$ cat src/rtl/core/rss_ram.sv
// Generic simple dual-port RAM with one write port and a registered read port.
`timescale 1ns / 1ps
module rss_ram #(
  parameter int WIDTH = 8,
  parameter int DEPTH = 64
) (
  input  logic                     clk,
  input  logic                     we,
  input  logic [$clog2(DEPTH)-1:0] waddr,
  input  logic [WIDTH-1:0]         wdata,
  input  logic [$clog2(DEPTH)-1:0] raddr,
  output logic [WIDTH-1:0]         rdata
);

  logic [WIDTH-1:0] mem [DEPTH];

  always_ff @(posedge clk) begin
    if (we) begin
      mem[waddr] <= wdata;
    end
  end

  always_ff @(posedge clk) begin
    rdata <= mem[raddr];
  end

endmodule

$ cat config.mk
export PLATFORM = sky130hd
export DESIGN_NAME = rss_ram
export DESIGN_NICKNAME = d
export VERILOG_FILES = /design/src/rtl/core/rss_ram.sv
export SDC_FILE = /design/constraint.sdc
export NUM_CORES = 1
export LEC_CHECK = 0
export BUFFER_PORTS_ARGS = -buffer_cell sky130_fd_sc_hd__buf_2
export CORE_ASPECT_RATIO = 1.2
export CORE_UTILIZATION = 40
export DETAILED_ROUTE_END_ITERATION = 7
export MAX_ROUTING_LAYER = met4
export PLACE_DENSITY_LB_ADDON = 0.15
export SLEW_MARGIN = 20
export SYNTH_ARGS = -nofsm -noshare
export SYNTH_HDL_FRONTEND = slang
export SYNTH_SLANG_ARGS = --single-unit
$ cat constraint.sdc
create_clock -name clk -period 1.8 [get_ports clk]
set_input_delay 0.18 -clock clk [delete_from_list [all_inputs] [get_ports clk]]
set_output_delay 0.18 -clock clk [all_outputs]
set_load 0.01 [all_outputs]
==> impl_metrics.json, run 1 <==
{
  "outcome": "complete, but fails checks",
  "violations": "design-rule violations, negative setup slack",
  "syn_inst": 940,
  "postSynth.asyncResetShare_pct": 0,
  "drive_gt1_share_pct": 36.5,
  "final_max_slew_viol_count": 0,
  "fin_crit_sh_pct": 107,
  "power_density_nw_per_um2": 1070,
  "core_area_um2": 49400,
  "dr.pass1.iters": 7,
  "clock-root-buffer": "clkbuf_16",
  "area_growth_syn_to_layout_pct": 19.6,
  "finalPower_mw": 25.8,
  "hold_start": "raddr[5]",
  "via_count": 9771,
  "vdd_ir_drop_max_mv": 0.616,
  "rows": 89,
  "via_per_inst": 5.37,
  "final_nets": 1166,
  "hold_path.class": "input port to flip-flop",
  "p_leak_nw": 7.88,
  "reg2reg_slack_ps": -120,
  "layout_commonest_cell": "edfxtp_1",
  "yosysSeqAreaShare_pct": 77.0,
  "grt_pass1_wl_mm": 69.5,
  "crit_arrival_ps": 2370,
  "grt.total_usage_pct": 19.8,
  "gp_congestion": 0.795,
  "place_ws_ps": -753,
  "worstSetupPathType": "flip-flop to flip-flop",
  "dp_hpwl_mm": 30.8,
  "finalSetupTns_ps": -472,
  "cts_tree": "built",
  "yosysWarnings": 0,
  "end_kind": "flip-flop",
  "place_area_um2": 22300,
  "syn_area_um2": 20200,
  "grt_pass1_vias": 10300,
  "cts_setup_buffers": 0,
  "routedWlPerCell_um": 26.1,
  "drc": 2,
  "clk_latency_ps": 580,
  "grt_max_degree": 65,
  "synth-edff-count": 512,
  "synth_ff_type": "edfxtp_1",
  "period_needed_ps": 1920,
  "ant_nets": 0,
  "stdcell_count": 1818,
  "antenna_found_initial": 2,
  "worst_r2r_endpoint": "rdata[4]",
  "cts_buffers": 52,
  "maxCapViolCount": 0,
  "timing.slew.headroom_pct": 50.8,
  "syn_nets": 962,
  "max_slew.worst_pin.slew_ps": 738,
  "timing.hold.ws_ps": 46.3,
  "setup_viol": 6,
  "final_cell_mix": "edfxtp_1 (512), buf_4 (159), mux4_2 (126)",
  "grt_overflow": 0,
  "multi_input_area_um2": 4420,
  "hold_depth": 3,
  "seq_area_um2": 15500,
  "rr_worst_depth": 5,
  "clkTransAtPathRegs_ps": 60,
  "ys_ff_latch": 520,
  "cp_max_fo": 1,
  "hold_viol": 0,
  "rsz0062_at_grt": "true",
  "dieWidth_um": 207,
  "htree_levels": 2,
  "port_buffers": 29,
  "io_pins": 30,
  "n_fill_cell": 4110,
  "setup_ws_ps": -117,
  "clock_skew_ps": 12.5,
  "hold_path_end": "rdata[0]",
  "initial_core_util_pct": 40.8,
  "syn_avg_cell_area_um2": 21.5,
  "routed_wl_mm": 47.4,
  "dpl.cell_count": 1727,
  "critPathLaunchType": "flip-flop",
  "die_area_um2": 51300,
  "timing.rr.start": "mem[28][4]",
  "max_freq_ghz": 0.522,
  "fp.dieH_um": 248,
  "ys_types": 40,
  "design_area_um2": 24100,
  "post-route-util_pct": 48.8,
  "drtIter0Drc": 605,
  "cts_max_path_buffers": 3,
  "cts.hold.buffers_added": 0,
  "required_ps": 2250,
  "cts_sinks": 520
}
metal layers:
metal	global-route usage, %	wire (um)	vias to the layer above	part of all wire, %
met1	25.5	20100	5140	42
met4	5.78	1150	0	2.4
met3	3.03	2080	76	4.4
met5	-	0	-	0
li1	-	-	4331	-
met2	32.5	24100	224	51
worst max-delay path, stage by stage (launching register included):
cell,delay [ps]
edfxtp_1,360
mux4_2,460
mux2_2,300
o221a_4,280
nor3_4,240
o32ai_1,130
state kept, by name, indices dropped and copies added, names as in the netlist:
| signal | count |
|---|---|
| mem | 512 |
| rdata | 8 |
cell families (layout without fill, tap and decap cells):
kind of cell	after synthesis	in the layout	share of synthesized area, %
muxes	162	162	15.9
buffers and inverters	51	291	1.57
and+or+nand+nor	153	153	3.39
other	0	1	0
DFF	520	520	77.0
AOI/OAI and AO/OA	54	54	2.07
synthesized netlist by cell type, types with 6 or more instances:
master	instances	share of area (%)
edfxtp_1	512	76
mux4_2	126	14
nor2_1	83	1.5
mux2i_1	23	1.1
nand2_1	19	0.35
clkbuf_1	17	0.32
nor2b_1	14	0.43
buf_4	13	0.48
mux2_2	13	0.73
nand3_1	13	0.32
buf_2	11	0.27
dfxtp_1	8	0.79
o221ai_1	8	0.35
o22ai_1	8	0.25
nand2b_1	7	0.22
nor3_1	7	0.17
a221oi_1	6	0.26
power by group:
group / switching (mW) / internal [mW]
clock network: 4.41 / 6.48
registers: 0.0339 / 13.4
logic: 0.840 / 0.638
worst max path at each step:
stage / cells past startpoint / to / startpoint / slack (ps)
after floorplan: 7 / rdata[3] / raddr[1] / 10
after global placement: 7 / rdata[4] / raddr[0] / -820
after detailed placement: 7 / rdata[4] / raddr[0] / -750
after CTS: 5 / rdata[1] / mem[11][1] / -110
after global routing: 6 / rdata[6] / mem[29][6] / -160
final: 5 / rdata[4] / mem[28][4] / -120
what timing repair did:
action,4_1_cts,5_1_grt
setup endpoints to repair,8,8
pin swaps,3,0
gates resized for setup,17,6
layout make-up:
| class | count | area share [%] |
|---|---|---|
| antenna | 1 | 0.0104 |
| clock buffer | 59 | 5.59 |
| clock inverter | 31 | 1.45 |
| multi-input combinational | 369 | 18.3 |
| sequential | 520 | 64.4 |
| tap | 637 | 3.31 |
| timing repair buffer | 201 | 6.86 |
Power figures use the tool's default switching activity.
==> run 2, diff against run 1 <==
--- a/config.mk
+++ b/config.mk
@@ -7,7 +7,7 @@
 export LEC_CHECK = 0
 export BUFFER_PORTS_ARGS = -buffer_cell sky130_fd_sc_hd__buf_2
 export CORE_ASPECT_RATIO = 1.2
-export CORE_UTILIZATION = 40
+export CORE_UTILIZATION = 56
 export DETAILED_ROUTE_END_ITERATION = 7
 export MAX_ROUTING_LAYER = met4
 export PLACE_DENSITY_LB_ADDON = 0.15
==> impl_metrics.json, run 2 (synthesized netlist as in run 1, its figures left out) <==
{
  "grt.total_usage_pct": 26.1,
  "core_area_um2": 35200,
  "period_needed_ps": 1860,
  "clock_skew_ps": 14.8,
  "hold_depth": 1,
  "post-route-util_pct": 67.6,
  "worstSetupPathType": "flip-flop to flip-flop",
  "largest_reg_flops": 512,
  "setup_ws_ps": -61.4,
  "htree_levels": 2,
  "cp_slowest_cell": "mux4_2",
  "cts_tree": "built",
  "power_density_nw_per_um2": 1050,
  "antenna_found_initial": 4,
  "n_fill_cell": 2252,
  "p_leak_nw": 7.81,
  "fin_crit_sh_pct": 103,
  "fp.dieH_um": 210,
  "reg2reg_slack_ps": -60,
  "setup_viol": 2,
  "drc": 0,
  "final_nets": 1155,
  "cp_max_fo": 1,
  "dr.pass1.iters": 5,
  "stdcell_count": 1637,
  "port_buffers": 29,
  "dpl.cell_count": 1544,
  "largest_register": "mem",
  "routedWlPerCell_um": 27.3,
  "final_max_slew_viol_count": 0,
  "vdd_ir_drop_max_mv": 0.979,
  "grt_pass1_wl_mm": 66.2,
  "hold_path.class": "input port to flip-flop",
  "outcome": "complete, but fails checks",
  "clk_latency_ps": 570,
  "cts_sinks": 520,
  "via_per_inst": 6.11,
  "crit_arrival_ps": 2320,
  "grt_pass1_vias": 10200,
  "hold_viol": 0,
  "die_area_um2": 36800,
  "end_kind": "flip-flop",
  "seq_area_um2": 15500,
  "max_freq_ghz": 0.537,
  "via_count": 9996,
  "multi_input_area_um2": 4480,
  "initial_core_util_pct": 57.3,
  "grt_overflow": 0,
  "ant_nets": 0,
  "timing.slew.headroom_pct": 50.4,
  "layout_commonest_cell": "edfxtp_1",
  "max_slew.worst_pin.slew_ps": 745,
  "critPathMaxStageDelay_ps": 530,
  "cts_max_path_buffers": 3,
  "routed_wl_mm": 44.6,
  "grt_max_degree": 65,
  "largestRegisters": "mem (512), rdata (8)",
  "area_growth_syn_to_layout_pct": 17.9,
  "critPathLaunchType": "flip-flop",
  "drive_gt1_share_pct": 36.2,
  "rows": 75,
  "final_cell_mix": "edfxtp_1 (512), buf_4 (149), mux4_2 (126)",
  "dieWidth_um": 175,
  "dp_hpwl_mm": 28.8,
  "cts_buffers": 49,
  "maxCapViolCount": 0,
  "violations": "negative setup slack",
  "drtIter0Drc": 1057,
  "clock-root-buffer": "clkbuf_16",
  "required_ps": 2260,
  "gp_congestion": 0.883,
  "clkTransAtPathRegs_ps": 60,
  "crit_chain": "mux4_2 -> mux4_2 -> nor2_1 -> buf_4 -> o32ai_2",
  "rsz0062_at_grt": "true",
  "io_pins": 30,
  "rr_worst_depth": 5,
  "cpMostUsedCell": "mux4_2"
}
-- run 2: changes by cell type in the layout (fill, tap and decap cells not counted), sizes merged, moves of 2 or more --
cell    before  now
buf        200  191
clkinv      21   25
diode        1    4
clkbuf      60   58
bufinv       8    4
-- run 2: power by group --
part | total, mW | leakage (nW) | switching (mW) | internal (mW)
Combinational | 1.47 | 2.36 | 0.823 | 0.643
Clock | 10.1 | 0.776 | 4.34 | 5.73
Sequential | 13.4 | 4.67 | 0.0460 | 13.4
-- run 2: metrics by stage --
step | instance area, um2 | setup WS, ps | hold slack (ps) | total power [mW] | setup TNS, ps
2_1_floorplan | 20200 | 12.1 | 279 | 14.4 | 0
3_3_place_gp | 22000 | -527 | 599 | 15.1 | -2970
3_5_place_dp | 22000 | -586 | 601 | 15.1 | -3130
4_1_cts | 23700 | -52.3 | 94.9 | 25.1 | -103
5_1_grt | 23800 | -83.3 | 121 | 25.7 | -221
6_report | 23800 | -61.4 | 114 | 25.0 | -69.9
-- run 2: per-layer routing --
layer,track usage (%),up-vias,part of all wire [%]
met5,-,-,0
met4,9.42,0,3.1
met3,4.13,88,6.6
met1,34.4,5239,40
li1,-,4324,-
met2,41.8,345,50
-- run 2: area by class of cell --
| class | instances | area share, % |
|---|---|---|
| Tap cell | 462 | 2.43 |
| Multi-Input combinational cell | 369 | 18.8 |
| Clock inverter | 32 | 1.12 |
| Sequential cell | 520 | 65.3 |
| Antenna cell | 4 | 0.0421 |
| Clock buffer | 57 | 5.46 |
| Timing Repair Buffer | 193 | 6.82 |
-- run 2: worst max-delay path, delay by kind of cell, from the launching register on --
| kind | cells | cell delay, ps |
|---|---|---|
| mux | 2 | 1050 |
| flops | 1 | 360 |
| buf+inv | 1 | 150 |
| simple gates | 1 | 120 |
| compound gates | 1 | 70 |
-- run 2: what timing repair did --
action,CTS,global route
setup endpoints to repair,8,8
resized for setup,19,11
hold buffers,1,0
setup buffers,0,0
endpoints found under the hold margin,1,0
pin swaps,1,5
cloned,0,0
-- run 2: final timing paths --
| kind | from | endpoint |
|---|---|---|
| hold / removal | wdata[6] | mem[39][6] |
| setup reg to reg | mem[35][4] | rdata[4] |
| hold reg to reg | mem[26][6] | rdata[6] |
| setup / recovery | mem[35][4] | rdata[4] |
==> run 3, diff against run 2 <==
--- a/config.mk
+++ b/config.mk
@@ -7,7 +7,7 @@
 export LEC_CHECK = 0
 export BUFFER_PORTS_ARGS = -buffer_cell sky130_fd_sc_hd__buf_2
 export CORE_ASPECT_RATIO = 1.2
-export CORE_UTILIZATION = 56
+export CORE_UTILIZATION = 59
 export DETAILED_ROUTE_END_ITERATION = 7
 export MAX_ROUTING_LAYER = met4
 export PLACE_DENSITY_LB_ADDON = 0.15
==> constraint.sdc (replaced) <==
create_clock -name clk -period 2.14 [get_ports clk]
set_input_delay 0.214 -clock clk [delete_from_list [all_inputs] [get_ports clk]]
set_output_delay 0.214 -clock clk [all_outputs]
set_load 0.01 [all_outputs]
==> impl_metrics.json, run 3 (synthesized netlist as in run 1, its figures left out) <==
{
  "core_area_um2": 33400,
  "clk_latency_ps": 560,
  "cp_slowest_cell": "mux4_2",
  "io_pins": 30,
  "seq_area_um2": 15500,
  "gp_congestion": 0.855,
  "design_area_um2": 23400,
  "timing.slew.headroom_pct": 53.4,
  "largestRegisters": "mem (512), rdata (8)",
  "routed_wl_mm": 43.9,
  "cts_tree": "built",
  "setup_viol": 0,
  "grt_max_degree": 47,
  "grt.total_usage_pct": 27.5,
  "drc": 0,
  "dpl.cell_count": 1524,
  "timing.hold.ws_ps": 76.2,
  "critPathMaxStageDelay_ps": 520,
  "drtIter0Drc": 1102,
  "rows": 73,
  "dp_hpwl_mm": 29.3,
  "die_area_um2": 34900,
  "cts_buffers": 48,
  "grt_pass1_vias": 10300,
  "routedWlPerCell_um": 27.2,
  "setup_ws_ps": 137,
  "clkTransAtPathRegs_ps": 60,
  "dr.pass1.iters": 5,
  "cts_max_path_buffers": 3,
  "grt_overflow": 0,
  "layout_commonest_cell": "edfxtp_1",
  "crit_arrival_ps": 2450,
  "cts.hold.buffers_added": 0,
  "final_cell_mix": "edfxtp_1 (512), buf_4 (142), mux4_2 (126)",
  "clock-root-buffer": "clkbuf_16",
  "largest_reg_flops": 512,
  "p_leak_nw": 7.67,
  "hold_path.class": "input port to flip-flop",
  "outcome": "finished clean",
  "fp.dieH_um": 205,
  "initial_core_util_pct": 60.3,
  "crit_chain": "mux4_2 -> mux4_2 -> nor2_1 -> nor3_1 -> o2bb2ai_1",
  "clock_skew_ps": 20.0,
  "via_per_inst": 6.18,
  "fin_crit_sh_pct": 93.6,
  "ant_nets": 0,
  "cpMostUsedCell": "mux4_2",
  "largest_register": "mem",
  "cts_setup_buffers": 0,
  "critPathLaunchType": "flip-flop",
  "post-route-util_pct": 70.1,
  "final_max_slew_viol_count": 0,
  "port_buffers": 29,
  "rsz0062_at_grt": "false",
  "cp_max_fo": 1,
  "period_needed_ps": 2000,
  "power_density_nw_per_um2": 879,
  "max_slew.worst_pin.slew_ps": 698,
  "final_nets": 1146,
  "end_kind": "flip-flop",
  "hold_depth": 3,
  "grt_pass1_wl_mm": 65.4,
  "n_fill_cell": 2052,
  "finalSetupTns_ps": 0,
  "vdd_ir_drop_max_mv": 0.730,
  "multi_input_area_um2": 4320,
  "area_growth_syn_to_layout_pct": 16.2,
  "antenna_found_initial": 3,
  "max_freq_ghz": 0.499,
  "post_cts_resized": 0,
  "finalPower_mw": 20.6,
  "hold_viol": 0,
  "htree_levels": 2,
  "dieWidth_um": 171,
  "place_ws_ps": -237,
  "maxCapViolCount": 0,
  "stdcell_count": 1612,
  "via_count": 9956,
  "required_ps": 2590,
  "rr_worst_depth": 5,
  "worstSetupPathType": "flip-flop to flip-flop",
  "drive_gt1_share_pct": 33.5,
  "place_area_um2": 21900,
  "cts_sinks": 520
}
==> run 3: cell count changes in the layout (fill, tap and decap cells not counted), sizes merged <==
cell         delta
clkinvlp        -2
clkinv          -3
clkbuf          +2
diode           -1
inv             -1
dlygate4sd3     -1
buf             -7
==> run 3: final cells by class <==
class / instances / share of cell area [%]
diodes: 3 / 0.0320
clock buffers: 59 / 5.39
clock inverters: 26 / 0.929
multi-input cells: 369 / 18.4
flip-flops and latches: 520 / 66.3
well taps: 450 / 2.40
repair buffers: 185 / 6.53
==> run 3: critical path, delay by kind of cell, from the launching register on <==
kind	cells	cell delay (ps)
mux	2	1030
flops	1	380
simple gates	2	350
compound gates	1	140
==> run 3: worst paths after layout <==
kind,from,endpoint,slack (ps)
max,mem[4][2],rdata[2],140
min,raddr[5],rdata[6],80
max reg2reg,mem[4][2],rdata[2],140
min reg2reg,mem[30][6],rdata[6],820
==> run 3: report_power, final <==
group          leakage, nW  total (mW)  internal [mW]  switching (mW)
Sequential            4.67        11.3           11.3          0.0309
Combinational         2.27        1.16          0.501           0.663
Clock                0.728        8.13           4.65            3.48
Total                 7.67        20.6           16.4            4.18
==> run 3: routing by layer <==
metal / routed length, um / share of wire [%] / track usage (%)
met1: 17000 / 39 / 36.1
met5: 0 / 0 / -
met3: 2890 / 6.6 / 4.27
met2: 22800 / 52 / 44.9
met4: 1220 / 2.8 / 8.49
