<file path="src/rtl/core/rss_pkg.sv">
// Shared types, constants and key selection for the record selection sort unit.
`timescale 1ns / 1ps
package rss_pkg;

  localparam int MAX_RECORDS = 64;
  localparam int IDX_W       = $clog2(MAX_RECORDS);
  localparam int CNT_W       = $clog2(MAX_RECORDS + 1);
  localparam int KEY_W       = 24;

  localparam logic [CNT_W-1:0] MAX_CNT = CNT_W'(MAX_RECORDS);

  localparam logic [2:0] KEY_ID       = 3'd1;
  localparam logic [2:0] KEY_ENERGY   = 3'd2;
  localparam logic [2:0] KEY_COST     = 3'd3;
  localparam logic [2:0] KEY_DURATION = 3'd4;
  localparam logic [2:0] KEY_RESET    = KEY_ID;

  typedef struct packed {
    logic [15:0] record_id;
    logic [36:0] customer_number;
    logic [1:0]  charger_index;
    logic [8:0]  power_tenths_kw;
    logic [23:0] energy_mwh;
    logic [23:0] duration_seconds;
    logic [23:0] cost_cents;
  } rec_t;

  localparam int REC_W = $bits(rec_t);

  typedef struct packed {
    logic [15:0] record_id;
    logic [36:0] customer_number;
    logic [1:0]  charger_index;
    logic [8:0]  power_tenths_kw;
    logic [23:0] energy_mwh;
    logic [23:0] duration_seconds;
    logic [23:0] cost_cents;
    logic        batch_end;
  } in_item_t;

  typedef struct packed {
    logic [15:0] out_record_id;
    logic [36:0] out_customer_number;
    logic [1:0]  out_charger_index;
    logic [8:0]  out_power_tenths_kw;
    logic [23:0] out_energy_mwh;
    logic [23:0] out_duration_seconds;
    logic [23:0] out_cost_cents;
    logic        out_last;
  } out_item_t;

  typedef struct packed {
    logic busy;
    logic emit_valid;
    logic emit_last;
  } seq_status_t;

  typedef enum logic [2:0] {
    S_IDLE,
    S_POS,
    S_SCAN,
    S_SWAP_A,
    S_SWAP_B,
    S_EMIT
  } seq_state_t;

  function automatic logic [KEY_W-1:0] key_of(rec_t r, logic [2:0] k);
    logic [KEY_W-1:0] key;
    unique case (k)
      KEY_ID:     key = {{(KEY_W-16){1'b0}}, r.record_id};
      KEY_ENERGY: key = r.energy_mwh;
      KEY_COST:   key = r.cost_cents;
      default:    key = r.duration_seconds;
    endcase
    return key;
  endfunction

  function automatic logic key_valid(logic [2:0] k);
    return (k == KEY_ID) || (k == KEY_ENERGY) || (k == KEY_COST) || (k == KEY_DURATION);
  endfunction

endpackage

</file>
<file path="src/rtl/core/rss_seq.sv">
// Sequencer: loads records, runs the selection sort passes for a valid key and replays the store.
`timescale 1ns / 1ps
module rss_seq (
  input  logic                      clk,
  input  logic                      rst,
  input  logic                      start,
  input  rss_pkg::in_item_t         cmd,
  input  logic                      sort_key_we,
  input  logic [2:0]                sort_key_data,
  output logic                      mem_we,
  output logic [rss_pkg::IDX_W-1:0] mem_waddr,
  output rss_pkg::rec_t             mem_wdata,
  output logic [rss_pkg::IDX_W-1:0] mem_raddr,
  input  rss_pkg::rec_t             mem_rdata,
  output rss_pkg::seq_status_t      status
);
  import rss_pkg::*;

  seq_state_t       state, state_next;
  logic [CNT_W-1:0] count, count_next;
  logic [CNT_W-1:0] pos, pos_next;
  logic [CNT_W-1:0] scan, scan_next;
  logic             rd_valid, rd_valid_next;
  logic [IDX_W-1:0] rd_idx, rd_idx_next;
  logic [IDX_W-1:0] best_idx;
  rec_t             best_rec;
  rec_t             pos_rec;
  logic [2:0]       sort_key;
  logic             emit_valid, emit_valid_next;
  logic             emit_last, emit_last_next;
  logic [CNT_W-1:0] load_count;
  logic             more_passes;
  rec_t             cmd_rec;

  assign cmd_rec = '{record_id: cmd.record_id, customer_number: cmd.customer_number,
                     charger_index: cmd.charger_index, power_tenths_kw: cmd.power_tenths_kw,
                     energy_mwh: cmd.energy_mwh, duration_seconds: cmd.duration_seconds,
                     cost_cents: cmd.cost_cents};

  assign load_count  = (count < MAX_CNT) ? count + CNT_W'(1) : count;
  assign more_passes = ({1'b0, pos} + (CNT_W + 1)'(2)) < {1'b0, count};

  always_ff @(posedge clk) begin
    if (rst) begin
      state      <= S_IDLE;
      count      <= '0;
      pos        <= '0;
      scan       <= '0;
      rd_valid   <= 1'b0;
      rd_idx     <= '0;
      emit_valid <= 1'b0;
      emit_last  <= 1'b0;
    end else begin
      state      <= state_next;
      count      <= count_next;
      pos        <= pos_next;
      scan       <= scan_next;
      rd_valid   <= rd_valid_next;
      rd_idx     <= rd_idx_next;
      emit_valid <= emit_valid_next;
      emit_last  <= emit_last_next;
    end
  end

  always_ff @(posedge clk) begin
    if (rst) begin
      sort_key <= KEY_RESET;
    end else if (sort_key_we) begin
      sort_key <= sort_key_data;
    end
  end

  // The first word back in a pass is the record at pos; it seeds the minimum.
  always_ff @(posedge clk) begin
    if (state == S_SCAN && rd_valid) begin
      if (rd_idx == pos[IDX_W-1:0]) begin
        pos_rec  <= mem_rdata;
        best_rec <= mem_rdata;
        best_idx <= rd_idx;
      end else if (key_of(mem_rdata, sort_key) < key_of(best_rec, sort_key)) begin
        best_rec <= mem_rdata;
        best_idx <= rd_idx;
      end
    end
  end

  always_comb begin
    state_next      = state;
    count_next      = count;
    pos_next        = pos;
    scan_next       = scan;
    rd_valid_next   = 1'b0;
    rd_idx_next     = rd_idx;
    emit_valid_next = 1'b0;
    emit_last_next  = 1'b0;
    mem_we          = 1'b0;
    mem_waddr       = count[IDX_W-1:0];
    mem_wdata       = cmd_rec;
    mem_raddr       = '0;

    unique case (state)
      S_IDLE: begin
        if (start) begin
          if (count < MAX_CNT) begin
            mem_we     = 1'b1;
            count_next = load_count;
          end
          if (cmd.batch_end) begin
            if (!key_valid(sort_key) || load_count < CNT_W'(2)) begin
              scan_next  = '0;
              state_next = S_EMIT;
            end else begin
              pos_next   = '0;
              state_next = S_POS;
            end
          end
        end
      end
      S_POS: begin
        mem_raddr     = pos[IDX_W-1:0];
        rd_valid_next = 1'b1;
        rd_idx_next   = pos[IDX_W-1:0];
        scan_next     = pos + CNT_W'(1);
        state_next    = S_SCAN;
      end
      S_SCAN: begin
        if (scan < count) begin
          mem_raddr     = scan[IDX_W-1:0];
          rd_valid_next = 1'b1;
          rd_idx_next   = scan[IDX_W-1:0];
          scan_next     = scan + CNT_W'(1);
        end else if (!rd_valid) begin
          if (best_idx != pos[IDX_W-1:0]) begin
            state_next = S_SWAP_A;
          end else if (more_passes) begin
            pos_next   = pos + CNT_W'(1);
            state_next = S_POS;
          end else begin
            scan_next  = '0;
            state_next = S_EMIT;
          end
        end
      end
      S_SWAP_A: begin
        mem_we     = 1'b1;
        mem_waddr  = pos[IDX_W-1:0];
        mem_wdata  = best_rec;
        state_next = S_SWAP_B;
      end
      S_SWAP_B: begin
        mem_we    = 1'b1;
        mem_waddr = best_idx;
        mem_wdata = pos_rec;
        if (more_passes) begin
          pos_next   = pos + CNT_W'(1);
          state_next = S_POS;
        end else begin
          scan_next  = '0;
          state_next = S_EMIT;
        end
      end
      S_EMIT: begin
        mem_raddr       = scan[IDX_W-1:0];
        emit_valid_next = 1'b1;
        emit_last_next  = (scan + CNT_W'(1)) == count;
        scan_next       = scan + CNT_W'(1);
        if ((scan + CNT_W'(1)) == count) begin
          count_next = '0;
          state_next = S_IDLE;
        end
      end
      default: begin
        state_next = S_IDLE;
      end
    endcase
  end

  assign status = '{busy: state != S_IDLE, emit_valid: emit_valid, emit_last: emit_last};

endmodule

</file>
<file path="config.mk">
export PLATFORM = sky130hd
export DESIGN_NAME = rss_seq
export DESIGN_NICKNAME = d
export VERILOG_FILES = /design/src/rtl/core/rss_pkg.sv /design/src/rtl/core/rss_seq.sv
export SDC_FILE = /design/constraint.sdc
export NUM_CORES = 1
export LEC_CHECK = 0
export BUFFER_PORTS_ARGS = -buffer_cell sky130_fd_sc_hd__buf_4
export CORE_ASPECT_RATIO = 1.75
export CORE_MARGIN = 2
export CORE_UTILIZATION = 53
export CTS_CLUSTER_DIAMETER = 150
export DETAILED_ROUTE_END_ITERATION = 7
export PLACE_DENSITY = 0.89
export SYNTH_ARGS = -nofsm -noshare
export SYNTH_HDL_FRONTEND = slang
export SYNTH_SLANG_ARGS = --single-unit
</file>
<file path="constraint.sdc">
create_clock -name clk -period 29.9 [get_ports clk]
set_input_delay 1.495 -clock clk [delete_from_list [all_inputs] [get_ports clk]]
set_output_delay 1.495 -clock clk [all_outputs]
set_load 0.02 [all_outputs]
</file>
==> results_dict.tcl, run 1 <==
set metrics [dict create \
    dpl_cell_area_sq_um 18740 \
    final_area_sq_um 19680 \
    finalHoldViolations 0 \
    fp.dieW_microns 132.3 \
    wl_microns 48070 \
    final-setup-viol-count 0 \
    worstPathMaxFanout 87 \
    synth_cell_types 67 \
    rsz0062_at_grt "false" \
    cts_buffers 29 \
    core_area_sq_um 28520 \
    leakage_uw 0.008098 \
    worstSetupPathType "reg -> out" \
    ys_warn_count 0 \
    area_growth_pct 28.95 \
    synthTopCellsByArea "edfxtp_1 55%, nand2_1 8.6%, a22oi_1 8.5%" \
    die_h_microns 228.5 \
    synth.largest_area_cell "edfxtp_1" \
    timing.slew.headroom_pct 16.90 \
    postCtsSetupBuffers 0 \
    drive_gt1_share_pct 30.38 \
    tightestPinTransition_ns 1.244 \
    fin_nets 2079 \
    grt_usage_pct 30.63 \
    synth_nets 1699 \
    start_util_pct 53.50 \
    grt_max_degree 88 \
    ant_nets 0 \
    hold_class "reg -> reg" \
    grt.overflow.total 0 \
    io_buffers 431 \
    nFillCells 2089 \
    async_flop_share_pct 0 \
    yosysMostFrequentCell "nand2_1" \
    synth-seq-cells 314 \
    crit_buf_inv 3 \
    clock_latency_ns 0.56 \
    synth-main-ff-cell "edfxtp_1" \
    power_per_cell_area_nw_per_um2 68.02 \
    cts-root-buf "clkbuf_16" \
    seq_area_frac_synth_pct 59.43 \
    path_clk_slew_ns 0.06 \
    dp_slack_ns 24.43 \
    synth_enable_flop_cells 278 \
    gp_congestion 0.9862 \
    synthCells 1379 \
    end_kind "primary output" \
    vias 12950 \
    slew_viol_final 0 \
    cap_violations 0 \
    routedWlPerCell_microns 22.25 \
    crit_chain "nand2b_1 -> nor2_4 -> buf_4 -> nor2_4 -> buf_4 -> nand2_1 -> nand2_1 -> buf_4" \
    dpl.cell_count 2106 \
    cts_tree "built" \
    worst_setup_path_start_kind "register" \
    rows 82 \
    grt_pass1_wl_microns 72070 \
    syn_avg_cell_area_sq_um 11.06 \
    finalCritPeriodShare_pct 19.01 \
    die_area_sq_um 30220 \
    finalNonFillerCells 2160 \
    clockBufferDepth 3 \
    setup_slack_ns 24.22 \
    period_needed_ns 5.682 \
    cpMostUsedCell "buf_4" \
    dp_hpwl_microns 34450 \
    htree_levels 1 \
    drc 0 \
    drt_iter0_drc 1055 \
    finalClockSkew_ns 0.01194 \
    viasPerCell 5.997 \
    peakVddDrop_mv 0.05311 \
    crit_arrival_ns 4.19 \
    synth_top_area_share_pct 54.71 \
    grt_pass1_vias 12740 \
    io_pins 432 \
    antenna_found_initial 1 \
    critical-path-top-delay-family "simple AND/OR/NAND/NOR gates" \
    status "completed" \
    clock.fmax_mhz 176.0 \
    crit_slowest_cell "nor2_4" \
    synth_area_sq_um 15260 \
    synthTopCellsByCount "348 x nand2_1, 278 x edfxtp_1, 173 x a22oi_1, 70 x clkbuf_1, 63 x nor2_1" \
    cts_resized 0 \
    cts-hold-fix-buffers 0 \
    crit_required_ns 28.41 \
    cts_sinks 314 \
    final.setup.tns_ns 0 \
    critPathMaxStageDelay_ns 1.03 \
    dr.pass1.iters 5 \
]
[cell families (layout without fill, tap and decap cells)]
family | Yosys count | count (layout) | share of synthesized area, %
buf+inv | 114 | 516 | 2.944
flops | 314 | 314 | 59.43
other cells | 0 | 1 | 0
fa+ha+maj | 40 | 40 | 3.280
compound gates | 334 | 334 | 15.40
simple gates | 494 | 494 | 13.48
xor+xnor | 32 | 32 | 1.837
mux | 51 | 51 | 3.624
[cells in the final DEF (no fill, tap or decap), types with 5 or more instances in the layout]
master	Yosys	final
buf_4	4	443
inv_1	18	18
mux2_2	30	30
o211ai_1	5	5
xor2_1	16	16
clkbuf_1	70	7
nor2_1	63	60
ha_1	40	40
o31ai_1	5	5
a22oi_1	173	173
nor4_1	7	6
nand2_1	348	348
nand4_1	14	14
a211oi_1	7	7
o311ai_1	8	8
edfxtp_1	278	278
or3_1	6	6
a21oi_1	47	47
clkbuf_16	0	29
o22ai_1	6	6
o21ai_0	34	34
o21ai_1	5	5
clkinv_2	0	6
nand3_1	24	24
nor3_1	7	7
xnor2_1	16	16
dfxtp_1	36	33
mux2i_1	20	20
a21o_1	9	9
[area by class of cell]
cell class	count	area, sq um	area share [%]
clock buffers	40	807.0	4.102
flip-flops and latches	314	9072	46.11
repair buffers	444	3331	16.93
inverters	19	71.32	0.3625
well taps	378	473.0	2.404
clock inverters	13	123.9	0.6296
diodes	1	2.502	0.01272
multi-input cells	951	5794	29.45
[where the power goes]
group	internal (uW)	switching (uW)
clock	206	159
combinational	171	279
sequential	504	18.6
[registers in the layout, indices dropped and copies added, names as in the netlist]
signal,cells
pos_rec,136
emit_last,1
best_rec,136
best_idx,6
rd_valid,1
pos,7
count,7
sort_key,3
state,3
emit_valid,1
rd_idx,6
scan,7
[final timing paths]
check	startpoint	end	slack, ns	cells after the start
max	state[2]	mem_wdata[64]	24.22	8
min	rd_idx[2]	best_idx[2]	0.48	0
max reg2reg	sort_key[1]	best_rec[111]	24.50	12
min reg2reg	rd_idx[2]	best_idx[2]	0.48	0
[through the flow]
stage,util [%],total power (uW),hold WS [ns]
global placement,65.69,968.3,0.4546
detailed placement,65.71,977.8,0.4682
global route,68.98,1392,0.4876
CTS,68.97,1341,0.4824
finish,68.98,1338,0.4806
floorplan,-,789.2,0.4503
[routing by layer]
layer	track usage, %	share of wire [%]	vias to the layer above
met5	0	0	-
met4	16.73	5.9	0
li1	-	-	5895
met3	4.524	7.4	156
met2	52.83	51	738
met1	36.79	36	6165
No activity file was read; power rests on OpenSTA's default activity.
==> inputs of run 2 (changes only) <==
Clock period 29.9 ns to 5.7 ns, I/O delays scaled along.
==> run 2 against run 1 <==
  * Global-route usage is 3.2 points higher
  * Count of clock-buffer cells in the layout down 8
  * Sequential power grew to 5.3 times the previous value
  * Wire length increased by 10%
  * Sequential share of layout area decreased by 3.2 points
  * Combinational power grew to 5.6 times the previous value
  * Register-to-register slack lost 23 ns
==> results_dict.tcl, run 2 (synthesis results as in run 1) <==
set metrics [dict create \
    reg2reg_slack_ns 1.27 \
    crit_required_ns 5.91 \
    worstHoldEndpoint "sort_key[2]" \
    crit_arrival_ns 4.64 \
    antenna_found_initial 5 \
    io_pins 432 \
    ant_nets 0 \
    hold_class "in -> reg" \
    viasPerCell 6.028 \
    min_path_cells 3 \
    switching_share_pct 34.67 \
    clock_latency_ns 0.55 \
    r2r-end "best_rec[117]" \
    largestRegisters "best_rec: 136 flops, pos_rec: 136 flops" \
    timing.slew.headroom_pct 28.57 \
    drt_iter0_drc 1441 \
    final_area_sq_um 21150 \
    grt.overflow.total 0 \
    reg2reg_depth 13 \
    worstPathMaxFanout 60 \
    p_int_uw 4679 \
    worst_setup_path_start_kind "register" \
    crit_slowest_cell "nor2b_4" \
    routedWlPerCell_microns 23.01 \
    critPathMaxStageDelay_ns 0.69 \
    cts_buffers 28 \
    pwr-share-seq_pct 38.4 \
    clkPwrFrac_pct 26.7 \
    fp.dieW_microns 132.3 \
    cts_tree "built" \
    gp_congestion 0.9282 \
    worstSetupPathType "reg -> reg" \
    final-setup-viol-count 0 \
    final_common_cell "buf_4" \
    vias 13900 \
    peakVddDrop_mv 0.3306 \
    finalHoldViolations 0 \
    finalCritPeriodShare_pct 77.71 \
    core_area_sq_um 28520 \
    final_cell_mix "444 x buf_4, 348 x nand2_1, 278 x edfxtp_1" \
    fin_nets 2219 \
    p_switching_uw 2484 \
    power_per_cell_area_nw_per_um2 338.7 \
    dr.pass1.iters 6 \
    slew_viol_final 0 \
    io_buffers 431 \
    grt_usage_pct 33.81 \
    r2r-start "sort_key[1]" \
    drc 0 \
    clockBufferDepth 3 \
    grt_max_degree 95 \
    cts_sinks 314 \
    finalClockSkew_ns 0.01403 \
    grt_pass1_vias 14210 \
    path_clk_slew_ns 0.07 \
    final_util_pct 74.14 \
    start_util_pct 53.50 \
    tightestPinTransition_ns 1.071 \
    dp_hpwl_microns 35980 \
    leakage_uw 0.008683 \
    grt_pass1_wl_microns 79470 \
    cts-root-buf "clkbuf_16" \
    hold_start "sort_key_we" \
    pwr-share-comb_pct 35.0 \
    end_kind "register" \
    drive_gt1_share_pct 28.49 \
    period_needed_ns 4.429 \
    rows 82 \
    rsz0062_at_grt "false" \
    die_h_microns 228.5 \
    status "completed" \
    htree_levels 1 \
    wl_microns 53040 \
    area_growth_pct 38.58 \
    cap_violations 0 \
    finalPower_uw 7163 \
    dpl_cell_area_sq_um 18840 \
    crit_chain "buf_4 -> nor2b_4 -> a22oi_1 -> nor2_1 -> a21oi_1 -> ha_1 -> a211o_1 -> o211ai_1 -> a21oi_1 -> nor3_1 -> o211ai_1 -> a2bb2oi_4 -> buf_12" \
    final.setup.tns_ns 0 \
    die_area_sq_um 30220 \
    cts_resized 0 \
    clock.fmax_mhz 225.8 \
]
[run 2: what timing repair did]
item / in CTS / in global routing
hold endpoints to repair: 274 / 0
hold buffers: 138 / 0
buffers inserted: 0 / 0
[run 2: layout make-up]
class                           count  area [sq um]
Fill cell                        1818          7377
Antenna cell                        7         17.52
Clock buffer                       32         737.0
Clock inverter                     19         168.9
Sequential cell                   314          9077
Multi-Input combinational cell    951          5826
Inverter                           19         71.32
Tap cell                          378         473.0
Timing Repair Buffer              585          4775
[run 2: worst max-delay path by stage]
stage	slack, ns	startpoint	depth (start not counted)	endpoint
5_1_grt	1.04	sort_key[1]	13	best_rec[117]
3_5_place_dp	1.40	sort_key[1]	13	best_rec[109]
6_report	1.27	sort_key[1]	13	best_rec[117]
2_1_floorplan	-7.60	pos[2]	5	best_idx[0]
3_3_place_gp	1.51	sort_key[0]	12	best_rec[81]
4_1_cts	1.36	sort_key[1]	12	best_rec[107]
[run 2: per-layer routing]
layer	up-vias	GRT usage (%)	share of wire, %
met2	863	59.86	52
met3	210	5.123	7.4
met4	0	19.89	6.4
met1	6637	38.48	35
met5	-	0	0
li1	6185	-	-
[run 2: worst max-delay path: cells and delay by family, from the launching register on]
family	cells	cell delay (ns)
flip-flops	1	0.39
AO/OA/AOI/OAI	7	1.56
adder cells (fa/ha/maj)	1	0.30
AND/OR/NAND/NOR	3	0.96
buffers and inverters	2	0.80
[run 2: through the flow]
step	hold WS [ns]	setup slack (ns)	cells
after detailed placement	0.4670	1.402	2109
after floorplan	0.3839	-7.597	1379
after global placement	0.4671	1.510	2109
after CTS	0.03614	1.356	2298
after global routing	0.04912	1.036	2304
final	0.04786	1.271	2305
[run 2: power groups by stage]
stage | clock, uW | sequential, uW | combinational, uW
after floorplan | 0 | 2760 | 1390
after global placement | 0 | 2790 | 2310
after detailed placement | 0 | 2790 | 2360
after CTS | 1910 | 2740 | 2450
after global routing | 1990 | 2760 | 2660
final | 1910 | 2750 | 2500
